===== config.mk =====
export PLATFORM = sky130hd
export DESIGN_NAME = spmq_resp_flat
export DESIGN_NICKNAME = d
export VERILOG_FILES = /design/src/rtl/spmq_pkg.sv /design/src/rtl/spmq_if.sv /design/src/rtl/spmq_resp.sv /design/src/flat_wrapper.sv
export SDC_FILE = /design/constraint.sdc
export NUM_CORES = 1
export LEC_CHECK = 0
export BUFFER_PORTS_ARGS = -buffer_cell sky130_fd_sc_hd__buf_4
export CAP_MARGIN = 0
export CORE_ASPECT_RATIO = 1.75
export CORE_MARGIN = 4
export CORE_UTILIZATION = 25
export CTS_BUF_LIST = sky130_fd_sc_hd__clkbuf_2 sky130_fd_sc_hd__clkbuf_4 sky130_fd_sc_hd__clkbuf_8
export CTS_CLUSTER_DIAMETER = 120
export DETAILED_ROUTE_END_ITERATION = 16
export PLACE_DENSITY_LB_ADDON = 0.08
export SETUP_SLACK_MARGIN = 0.2
export SYNTH_ARGS = -nofsm -noshare
export SYNTH_HDL_FRONTEND = slang
export SYNTH_SLANG_ARGS = --single-unit

===== constraint.sdc =====
create_clock -name clk -period 1.8 [get_ports clk]
set_clock_uncertainty 0.05 [all_clocks]
set_input_delay 0.27 -clock clk [delete_from_list [all_inputs] [get_ports clk]]
set_output_delay 0.27 -clock clk [all_outputs]
set_load 0.05 [all_outputs]

===== src/rtl/spmq_pkg.sv =====
// shared constants and types for the strict priority message queue
package spmq_pkg;

  localparam int NUM_LEVELS_DEF   = 4;
  localparam int QUEUE_DEPTH_DEF  = 64;
  localparam int HANDLE_WIDTH_DEF = 32;

  // fixed field widths on the channels
  localparam int LEVEL_BITS  = 4;
  localparam int HANDLE_BITS = 32;

  typedef enum logic {
    REQ_PUSH = 1'b0,
    REQ_POP  = 1'b1
  } req_kind_t;

  // outcome of one request, carried from the decision to the result stage
  typedef struct packed {
    logic                  pop_valid;
    logic [LEVEL_BITS-1:0] level;
    logic                  push_dropped;
  } spmq_meta_t;

endpackage


===== src/rtl/spmq_if.sv =====


interface spmq_rsp_if import spmq_pkg::*; ();
  logic                   valid;
  logic                   ready;
  logic                   pop_valid;
  logic [HANDLE_BITS-1:0] handle_out;
  logic [LEVEL_BITS-1:0]  level_out;
  logic                   push_dropped;

  modport source (output valid, pop_valid, handle_out, level_out, push_dropped, input ready);
  modport sink   (input valid, pop_valid, handle_out, level_out, push_dropped, output ready);
endinterface


===== src/rtl/spmq_resp.sv =====
// decision stage and output register of the response channel
module spmq_resp import spmq_pkg::*; #(
  parameter int HANDLE_WIDTH = HANDLE_WIDTH_DEF
) (
  input  logic                    clk,
  input  logic                    rst,
  input  logic                    accept,
  input  spmq_meta_t              meta,
  input  logic [HANDLE_WIDTH-1:0] rdata,
  output logic                    in_ready,
  spmq_rsp_if.source              rsp
);

  logic       s1_valid;
  spmq_meta_t s1_meta;
  logic       s1_move;

  assign s1_move  = s1_valid && (!rsp.valid || rsp.ready);
  assign in_ready = !s1_valid || s1_move;

  always_ff @(posedge clk) begin
    if (rst) begin
      s1_valid  <= 1'b0;
      rsp.valid <= 1'b0;
    end else begin
      if (accept) begin
        s1_valid <= 1'b1;
      end else if (s1_move) begin
        s1_valid <= 1'b0;
      end
      if (s1_move) begin
        rsp.valid <= 1'b1;
      end else if (rsp.ready) begin
        rsp.valid <= 1'b0;
      end
    end
  end

  // payload, no reset needed
  always_ff @(posedge clk) begin
    if (accept) begin
      s1_meta <= meta;
    end
    if (s1_move) begin
      rsp.pop_valid    <= s1_meta.pop_valid;
      rsp.level_out    <= s1_meta.level;
      rsp.push_dropped <= s1_meta.push_dropped;
      rsp.handle_out   <= s1_meta.pop_valid ? HANDLE_BITS'(rdata) : '0;
    end
  end

endmodule


===== src/flat_wrapper.sv =====
// flat-port wrapper written by rule: the top's interface ports become plain ports
module spmq_resp_flat import spmq_pkg::*;
#(
  parameter int HANDLE_WIDTH = HANDLE_WIDTH_DEF
)
  (clk, rst, accept, meta, rdata, in_ready, rsp_valid, rsp_pop_valid, rsp_handle_out, rsp_level_out, rsp_push_dropped, rsp_ready);
  spmq_rsp_if rsp_i ();
  input  logic clk;
  input  logic rst;
  input  logic accept;
  input  spmq_meta_t meta;
  input  logic [HANDLE_WIDTH-1:0] rdata;
  output logic in_ready;
  output wire logic [$bits(rsp_i.valid)-1:0] rsp_valid;
  output wire logic [$bits(rsp_i.pop_valid)-1:0] rsp_pop_valid;
  output wire logic [$bits(rsp_i.handle_out)-1:0] rsp_handle_out;
  output wire logic [$bits(rsp_i.level_out)-1:0] rsp_level_out;
  output wire logic [$bits(rsp_i.push_dropped)-1:0] rsp_push_dropped;
  input wire logic [$bits(rsp_i.ready)-1:0] rsp_ready;
  assign rsp_valid = rsp_i.valid;
  assign rsp_pop_valid = rsp_i.pop_valid;
  assign rsp_handle_out = rsp_i.handle_out;
  assign rsp_level_out = rsp_i.level_out;
  assign rsp_push_dropped = rsp_i.push_dropped;
  assign rsp_i.ready = rsp_ready;
  spmq_resp #(.HANDLE_WIDTH(HANDLE_WIDTH)) u_core (.clk(clk), .rst(rst), .accept(accept), .meta(meta), .rdata(rdata), .in_ready(in_ready), .rsp(rsp_i));
endmodule

==> impl_metrics.toml <==
[outcome]
status = "complete, no violations"

[clock_network]
ctsResizeCount = 0
cts_tree = "done"
cts_hold_buf = 0
cts_made_buffers = 5
clk_latency_ns = 0.29
post-cts-setup-buffer-count = 0
clk_pin_slew_ns = 0.08
clockBufferDepth = 2
cts-root-buf = "clkbuf_8"
cts_max_level = 2
cts_num_sinks = 46

[detailed_routing]
drc = 0
num_vias = 983
routed_wl_mm = 3.21
first_pass_iters = 2
drtAntennaViolNets = 0
drt-initial-drc-count = 17
vias_per_cell = 3.84
routedWlPerCell_um = 12.5

[timing]
worst_slew_pin_slew_ns = 0.738
rsz0062_at_grt = "no"
report.final.slew_viol_count = 0
whs_ns = 0.0818
relSlewSlack_pct = 50.8
post-route-min-period_ns = 1.34
setup_viol = 0
finalCritPeriodShare_pct = 74.4
fin_setup_tns_ns = 0
fmax_mhz = 746
final-hold-violation-count = 0

[final_layout]
final_cell_mix = "buf_4, edfxtp_1, and2_2, clkbuf_8"
syn_to_final_growth_pct = 48.8
mostFrequentLayoutCell = "buf_4"
drive_gt1_share_pct = 70.1
antenna_cells = 0
nets = 215
final_util_pct = 37.9

[power]
p_sw_share_pct = 24.4
intPower_mw = 1.80
p_leak_nw = 1.01
ir_drop_mv = 0.419
p_sw_uw = 582
p_per_area_mw_per_mm2 = 967
pwr-share-comb_pct = 15.3
seqPwrFrac_pct = 53.4
clkPwrFrac_pct = 31.3

[synth]
synth_compound_area_share_pct = 0.605
synthMuxAreaShare_pct = 0
synth-adder-area-share_pct = 0
syn_nets = 130
syn_area_mm2 = 0.00165
synth_xor_area_share_pct = 0
seq_area_frac_synth_pct = 82.3
synth_simple_gate_area_share_pct = 15.7
synth_top_family_by_area = "simple AND/OR/NAND/NOR gates"
synthCells = 88
ys_ff_latch = 46
synth_area_per_cell_um2 = 18.8
ys.warnings.count = 0
synth_cell_types = 9

[worst_setup_path]
path_depth = 1
required_ns = 1.81
path_cells = "and2_2"
cp.arrival_ns = 1.35
worst-r2r-setup-slack_ns = 0.46
crit_fanout = 33
critPathBufInv = 0
r2r_start = "u_core.s1_meta[5]"
cpMaxStageDelayCell = "edfxtp_1"
r2r_end = "u_core.rsp.handle_out[29]"
critPathTopFamily = "flip-flops"
end_kind = "flip-flop"
crit_type = "flip-flop to flip-flop"
reg2reg_depth = 1
cp-start-kind = "flip-flop"
cpPeakStageDelay_ns = 0.71

[grt]
grt_usage_pct = 8.20
grt_use_met2_pct = 14.7
grt_pass1_wl_mm = 4.83
grt_pass1_vias = 1033
gr-total-overflow = 0
met3_usage_pct = 4.17
grt_max_degree = 39
grt_util_met1_pct = 6.98
antenna_found_initial = 0
grt_busiest_layer = "met2"

[floorplanning]
die_w_um = 69.5
ios = 82
die_area_mm2 = 0.00803
rows = 39
start_util_pct = 25.5
core_area_mm2 = 0.00649
dieHeight_um = 116

[min_path]
hold_end = "u_core.s1_valid"
min_path_type = "primary input to flip-flop"
whs_path_depth = 2
worstHoldStart = "rst"

[placement]
port_buffers = 81
finalWeightedCongestion = 0.661
place_hpwl_mm = 2.36

[flow_run]
max_cap_viol_count = 0
-- per-stage QoR --
stage          worst slack (ns)  power [mW]  cell area (um^2)  std cells
6_report                  0.460        2.38              2460        256
5_1_grt                   0.310        2.49              2460        256
4_1_cts                   0.389        2.43              2460        256
3_5_place_dp              0.393        1.67              2350        248
3_3_place_gp              0.437        1.66              2350        248
2_1_floorplan             0.265        1.51              1660         88
-- cell type report --
class,count,area (um^2)
Clock buffer,5,68.8
Timing Repair Buffer,81,608
Sequential cell,46,1360
Clock inverter,3,40.0
Multi-Input combinational cell,37,273
Inverter,2,7.51
Fill cell,644,4030
Tap cell,82,103
-- power by group through the flow --
stage	clock [mW]	sequential, mW	combinational [mW]
after floorplan	0	1.45	0.0671
after global placement	0	1.30	0.364
after detailed placement	0	1.30	0.370
after CTS	0.785	1.27	0.370
after global routing	0.824	1.28	0.383
final	0.745	1.27	0.364
-- synth_stat cells, drive strengths merged --
cell type	count	share of area, %
nand2b	1	0.38
dfxtp	2	2.4
nand3b	1	0.45
clkbuf	3	0.91
and2	33	15
inv	2	0.45
edfxtp	44	80
a21oi	2	0.61
-- metal layers --
metal | share of wire, % | routed length, um
met3 | 9.3 | 299
met5 | 0 | 0
met4 | 2.8 | 89
met1 | 32 | 1010
met2 | 56 | 1810
-- state kept, by name (all words and copies together) (netlist names) --
register	flops
u_core.s1_valid	1
u_core.rsp.pop_valid	1
u_core.rsp.push_dropped	1
u_core.rsp.level_out	4
u_core.s1_meta	6
u_core.rsp.valid	1
u_core.rsp.handle_out	32
-- worst max path at each step --
stage                           start                        end  slack [ns]
global route        u_core.s1_meta[5]  u_core.rsp.handle_out[29]        0.31
finish              u_core.s1_meta[5]  u_core.rsp.handle_out[29]        0.46
CTS                 u_core.s1_meta[5]  u_core.rsp.handle_out[29]        0.39
floorplan            u_core.rsp.valid            u_core.s1_valid        0.27
global placement    u_core.s1_meta[5]  u_core.rsp.handle_out[29]        0.44
detailed placement  u_core.s1_meta[5]  u_core.rsp.handle_out[29]        0.39
-- kinds of logic after synthesis --
| logic type | count (synthesis) |
|---|---|
| AND/OR/NAND/NOR | 35 |
| buffers and inverters | 5 |
| flip-flops | 46 |
| AO/OA/AOI/OAI | 2 |
(Power assumes the default switching activity.)
