[src/rtl/spmq_pkg.sv]
// shared constants and types for the strict priority message queue
package spmq_pkg;

  localparam int NUM_LEVELS_DEF   = 4;
  localparam int QUEUE_DEPTH_DEF  = 64;
  localparam int HANDLE_WIDTH_DEF = 32;

  // fixed field widths on the channels
  localparam int LEVEL_BITS  = 4;
  localparam int HANDLE_BITS = 32;

  typedef enum logic {
    REQ_PUSH = 1'b0,
    REQ_POP  = 1'b1
  } req_kind_t;

  // outcome of one request, carried from the decision to the result stage
  typedef struct packed {
    logic                  pop_valid;
    logic [LEVEL_BITS-1:0] level;
    logic                  push_dropped;
  } spmq_meta_t;

endpackage

[src/rtl/spmq_ctrl.sv]
// per-level pointers and counts, level clamp and priority select
module spmq_ctrl import spmq_pkg::*; #(
  parameter int NUM_LEVELS   = NUM_LEVELS_DEF,
  parameter int QUEUE_DEPTH  = QUEUE_DEPTH_DEF,
  parameter int HANDLE_WIDTH = HANDLE_WIDTH_DEF,
  localparam int LW = $clog2(NUM_LEVELS),
  localparam int PW = $clog2(QUEUE_DEPTH),
  localparam int CW = $clog2(QUEUE_DEPTH + 1)
) (
  input  logic                    clk,
  input  logic                    rst,
  input  logic                    accept,
  input  logic                    req_type,
  input  logic                    has_level,
  input  logic [LEVEL_BITS-1:0]   level_in,
  input  logic [HANDLE_BITS-1:0]  handle_in,
  output spmq_meta_t              meta,
  output logic                    mem_wr,
  output logic                    mem_rd,
  output logic [LW+PW-1:0]        mem_addr,
  output logic [HANDLE_WIDTH-1:0] mem_wdata
);

  localparam logic [LEVEL_BITS-1:0] LOWEST = LEVEL_BITS'(NUM_LEVELS - 1);

  logic [PW-1:0] head  [NUM_LEVELS];
  logic [PW-1:0] tail  [NUM_LEVELS];
  logic [CW-1:0] count [NUM_LEVELS];

  logic          is_pop;
  logic          pop_any;
  logic          full;
  logic          do_push;
  logic          do_pop;
  logic [LW-1:0] push_lvl;
  logic [LW-1:0] pop_lvl;
  logic [LW-1:0] sel_lvl;

  function automatic logic [PW-1:0] advance(input logic [PW-1:0] p);
    return (p == PW'(QUEUE_DEPTH - 1)) ? '0 : p + 1'b1;
  endfunction

  always_comb begin
    is_pop   = (req_type == REQ_POP);
    // no level, or lowest and beyond, goes to the lowest level
    push_lvl = (has_level && (level_in < LOWEST)) ? level_in[LW-1:0] : LW'(NUM_LEVELS - 1);
    pop_lvl  = '0;
    pop_any  = 1'b0;
    for (int i = NUM_LEVELS - 1; i >= 0; i--) begin
      if (count[i] != '0) begin
        pop_lvl = LW'(i);
        pop_any = 1'b1;
      end
    end
    sel_lvl  = is_pop ? pop_lvl : push_lvl;
    full     = (count[push_lvl] == CW'(QUEUE_DEPTH));
    do_push  = accept && !is_pop && !full;
    do_pop   = accept && is_pop && pop_any;

    mem_wr    = do_push;
    mem_rd    = do_pop;
    mem_addr  = {sel_lvl, (is_pop ? head[sel_lvl] : tail[sel_lvl])};
    mem_wdata = HANDLE_WIDTH'(handle_in);

    meta.pop_valid    = is_pop && pop_any;
    meta.level        = (is_pop && pop_any) ? LEVEL_BITS'(pop_lvl) : '0;
    meta.push_dropped = !is_pop && full;
  end

  always_ff @(posedge clk) begin
    if (rst) begin
      for (int i = 0; i < NUM_LEVELS; i++) begin
        head[i]  <= '0;
        tail[i]  <= '0;
        count[i] <= '0;
      end
    end else begin
      if (do_push) begin
        tail[push_lvl]  <= advance(tail[push_lvl]);
        count[push_lvl] <= count[push_lvl] + 1'b1;
      end
      if (do_pop) begin
        head[pop_lvl]  <= advance(head[pop_lvl]);
        count[pop_lvl] <= count[pop_lvl] - 1'b1;
      end
    end
  end

endmodule

[config.mk]
export PLATFORM = sky130hd
export DESIGN_NAME = spmq_ctrl
export DESIGN_NICKNAME = d
export VERILOG_FILES = /design/src/rtl/spmq_pkg.sv /design/src/rtl/spmq_ctrl.sv
export SDC_FILE = /design/constraint.sdc
export NUM_CORES = 1
export LEC_CHECK = 0
export ABC_AREA = 1
export BUFFER_PORTS_ARGS = -buffer_cell sky130_fd_sc_hd__buf_2
export CAP_MARGIN = 20
export CORE_UTILIZATION = 58
export CTS_BUF_LIST = sky130_fd_sc_hd__clkbuf_4 sky130_fd_sc_hd__clkbuf_8 sky130_fd_sc_hd__clkbuf_16
export CTS_CLUSTER_SIZE = 28
export DETAILED_ROUTE_END_ITERATION = 8
export PLACE_DENSITY = 0.85
export SETUP_SLACK_MARGIN = 0.3
export SYNTH_ARGS = -nofsm -noshare
export SYNTH_HDL_FRONTEND = slang
export SYNTH_SLANG_ARGS = --single-unit
[constraint.sdc]
create_clock -name clk -period 3.65 [get_ports clk]
set_input_delay 0.73 -clock clk [delete_from_list [all_inputs] [get_ports clk]]
set_output_delay 0.73 -clock clk [all_outputs]
set_load 0.1 [all_outputs]
==> summary.md <==
| Metric | Value |
|---|---|
| Run status | `finished with violations` |
| Failing checks | `design-rule violations` |
| Startpoint types | `flip-flop` |
| Routed Antenna Nets | `0` |
| Pint | `1645 uW` |
| Yosys reg bits | `76` |
| Num CTS Buffers | `9` |
| H-tree depth | `3` |
| Final #Nets | `789` |
| RSZ-0062 raised after global routing | `true` |
| Max frequency | `0.2893 GHz` |
| Post-Syn Area | `5390 um2` |
| Leading area contributor after synthesis | `edfxtp_1` |
| DR iter-0 viols | `470` |
| P_sw | `750.8 uW` |
| # diodes | `0` |
| Measured slew at the worst slew-check pin | `0.6505 ns` |
| Overall routing resource usage | `0.3100` |
| Die area | `9683 um2` |
| Pwr dens | `376.0 nW/um2` |
| HPWL Detailed | `11.01 mm` |
| Setup TNS Final | `0 ns` |
| PnR Total Power | `2396 uW` |
| Clock transition at the registers of the reported paths | `0.08 ns` |
| Final Max Tran Viols | `0` |
| WL per Instance | `18.62 um` |
| Worst hold-check path type | `in -> reg` |
| Starting density of the core | `0.6092` |
| DP Cell Count | `807` |
| Vias per cell | `5.961` |
| CP Capture Type | `output port` |
| Critical R2R Launch | `count[3][3]$_DFFE_PP_` |
| Vias in the first global route | `4716` |
| CP Class | `reg -> out` |
| Data arrival, critical path | `2.73 ns` |
| Max-cap violations | `0` |
| Pin count of the biggest net entering global routing | `26` |
| Reg power frac | `0.430` |
| Endpoints failing hold | `0` |
| Synth warn | `0` |
| Clock Latency Late Sink | `0.37 ns` |
| Worst slew margin | `0.5659` |
| Hold Path Sink | `tail[2][2]$_SDFFCE_PN0P_` |
| Mapped Cells | `712` |
| Post-synth top flop | `edfxtp_1` |
| CTS tree | `done` |
| First-pass GRT wire length | `22.98 mm` |
| Max IR drop VDD | `0.0003041 V` |
| Via count | `5097` |
| Cell Rows | `34` |
| Hold path start | `level_in[1]` |
| Lkg Pwr | `0.002851 uW` |
| Share of layout cells above drive strength 1 | `0.2557` |
| Top Ports | `89` |
| Post-synth ARST share | `0` |
| Fillcell total | `674` |
| Port bufs | `22` |
| CP Max Fanout | `7` |
| Worst setup margin | `0.1934 ns` |
| Core Footprint | `8848 um2` |
| Clk root buf | `clkbuf_8` |
| Final WL | `15.92 mm` |
| Syn_area_per_cell | `7.570 um2` |
| DIE WIDTH | `98.40 um` |
| Gpl congestion | `1.011` |
| Multi-input gate area | `2581 um2` |
| Clock Path Buffers | `2` |
| Clock share of power | `0.331` |
| Initial antenna violation count | `0` |
| Final setup vio count | `0` |
| Min cycle time layout | `3.457 ns` |
| Sw Ratio | `0.3133` |
| Layout area overhead | `18.25%` |
| FF+latch area | `2282 um2` |
| Worst R2R Path Depth | `18` |
| EDFF count, synth | `76` |
| Yosys top cell area share | `0.4234` |
| Placed Area | `5684 um2` |
| Non-Filler Instances | `855` |
| Hold Path Cell Cnt | `3` |
| R2R setup slack | `0.48 ns` |
| DR pass1 iterations | `8` |
| Finished Cell Area | `6374 um2` |
| Critical path required time | `2.92 ns` |
| Reg2reg end | `head[3][4]$_DFFE_PP_` |
| Comb pwr share | `0.238` |
| Period utilization | `0.9470` |
| Post-Route Skew | `0.01608 ns` |
| Die H | `98.40 um` |
| Cell variety after synth | `43` |
| Pre-CTS setup slack | `0.2195 ns` |
| CTS sink cnt | `76` |
| Post-synthesis sequential area ratio | `0.4234` |
| Global route overflow | `0` |
| Remaining DRCs | `9` |
| Top cells by area, synth | `edfxtp_1 42%, nand2_1 11%, inv_1 6.9%` |
## final cells by class
| class | instances | area share |
|---|---|---|
| inverter | 110 | 0.06714 |
| clock buffer | 9 | 0.01943 |
| multi-input combinational | 472 | 0.4050 |
| tap | 108 | 0.02120 |
| timing repair buffer | 74 | 0.1115 |
| sequential | 76 | 0.3581 |
| clock inverter | 6 | 0.01767 |
## sequential cells by signal, summed over array words and instances (netlist names)
signal	count
tail	24
head	24
count	28
## critical path: stages, from the launching register on
cell and delay [ns]:
edfxtp_1 0.45, nor2_1 0.13, nand2_1 0.07, nor2_2 0.16, nand2_2 0.09, a21oi_2 0.19
nand2_2 0.12, o21ai_4 0.20, buf_6 0.17, buf_6 0.10, o21ai_2 0.06, a21oi_2 0.19
nor2_2 0.09, a21oi_4 0.17, buf_12 0.19
## cell usage after synthesis, types with 3 or more instances
library cell,n
edfxtp_1,76
nor2_1,96
o21ai_0,35
nor2_2,11
ha_1,5
nand3_1,49
o22ai_1,4
nand3_2,5
buf_2,13
o211ai_1,12
a21oi_1,39
a22oi_1,3
inv_1,99
inv_2,10
o211ai_2,3
nand2_1,163
o21ai_1,5
nand4_1,5
nand2_2,9
buf_4,39
## through the flow
step           utilization  hold slack (ns)
2_1_floorplan            -           0.7779
3_3_place_gp        0.6424           0.8813
3_5_place_dp        0.6424           0.9139
4_1_cts             0.6783           0.8817
5_1_grt             0.7203           0.9712
6_report            0.7203           0.9381
## logic make-up after synthesis
group | share of synthesized area
AOI/OAI and AO/OA | 0.1177
buffers and inverters | 0.1486
DFF | 0.4234
other | 0.0006957
adders and majority gates | 0.01161
xor gates and xnor gates | 0.004876
and+or+nand+nor | 0.2932
## how the worst max path moves through the flow
stage,to,start,slack [ns]
finish,mem_addr[2],count[2][3]$_SDFFCE_PN0P_,0.19
global route,mem_addr[2],count[2][1]$_SDFFCE_PN0P_,0.11
CTS,mem_addr[3],count[2][2]$_SDFFCE_PN0P_,0.31
detailed placement,mem_wr,level_in[3],0.22
global placement,mem_wr,level_in[3],0.33
floorplan,mem_addr[0],count[0][3]$_SDFFCE_PN0P_,-0.14
## placed cells by master, fill, tap and decap left out, types with 10 or more instances in the layout
master / netlist / routed
a21oi_2: 1 / 10
o21ai_0: 35 / 23
nand2_2: 9 / 14
edfxtp_1: 76 / 76
nor2_1: 96 / 82
buf_2: 13 / 14
nor2_2: 11 / 19
a21oi_1: 39 / 25
buf_12: 0 / 10
inv_1: 99 / 97
nand3_1: 49 / 48
o211ai_1: 12 / 12
buf_4: 39 / 41
nand2_1: 163 / 156
## what timing repair did
item,in CTS,in global routing
cloned,0,4
hold buffers,0,0
pin swaps,1,29
endpoints found under the setup margin,8,8
setup buffers,8,21
gates resized for setup,3,58
## per-layer routing
metal | share of wire | vias up | global-route usage
met5 | 0 | - | 0
met4 | 0.052 | 0 | 0.1711
met3 | 0.097 | 69 | 0.04295
met2 | 0.50 | 349 | 0.5580
met1 | 0.35 | 2329 | 0.3553
li1 | - | 2350 | -
## power by group through the flow
stage / Clock [uW] / Sequential, uW / Combinational (uW)
finish: 794 / 1030 / 571
global route: 816 / 1040 / 605
CTS: 782 / 1030 / 503
detailed placement: 0 / 1050 / 492
global placement: 0 / 1050 / 482
floorplan: 0 / 1040 / 522
(Power assumes the default switching activity.)
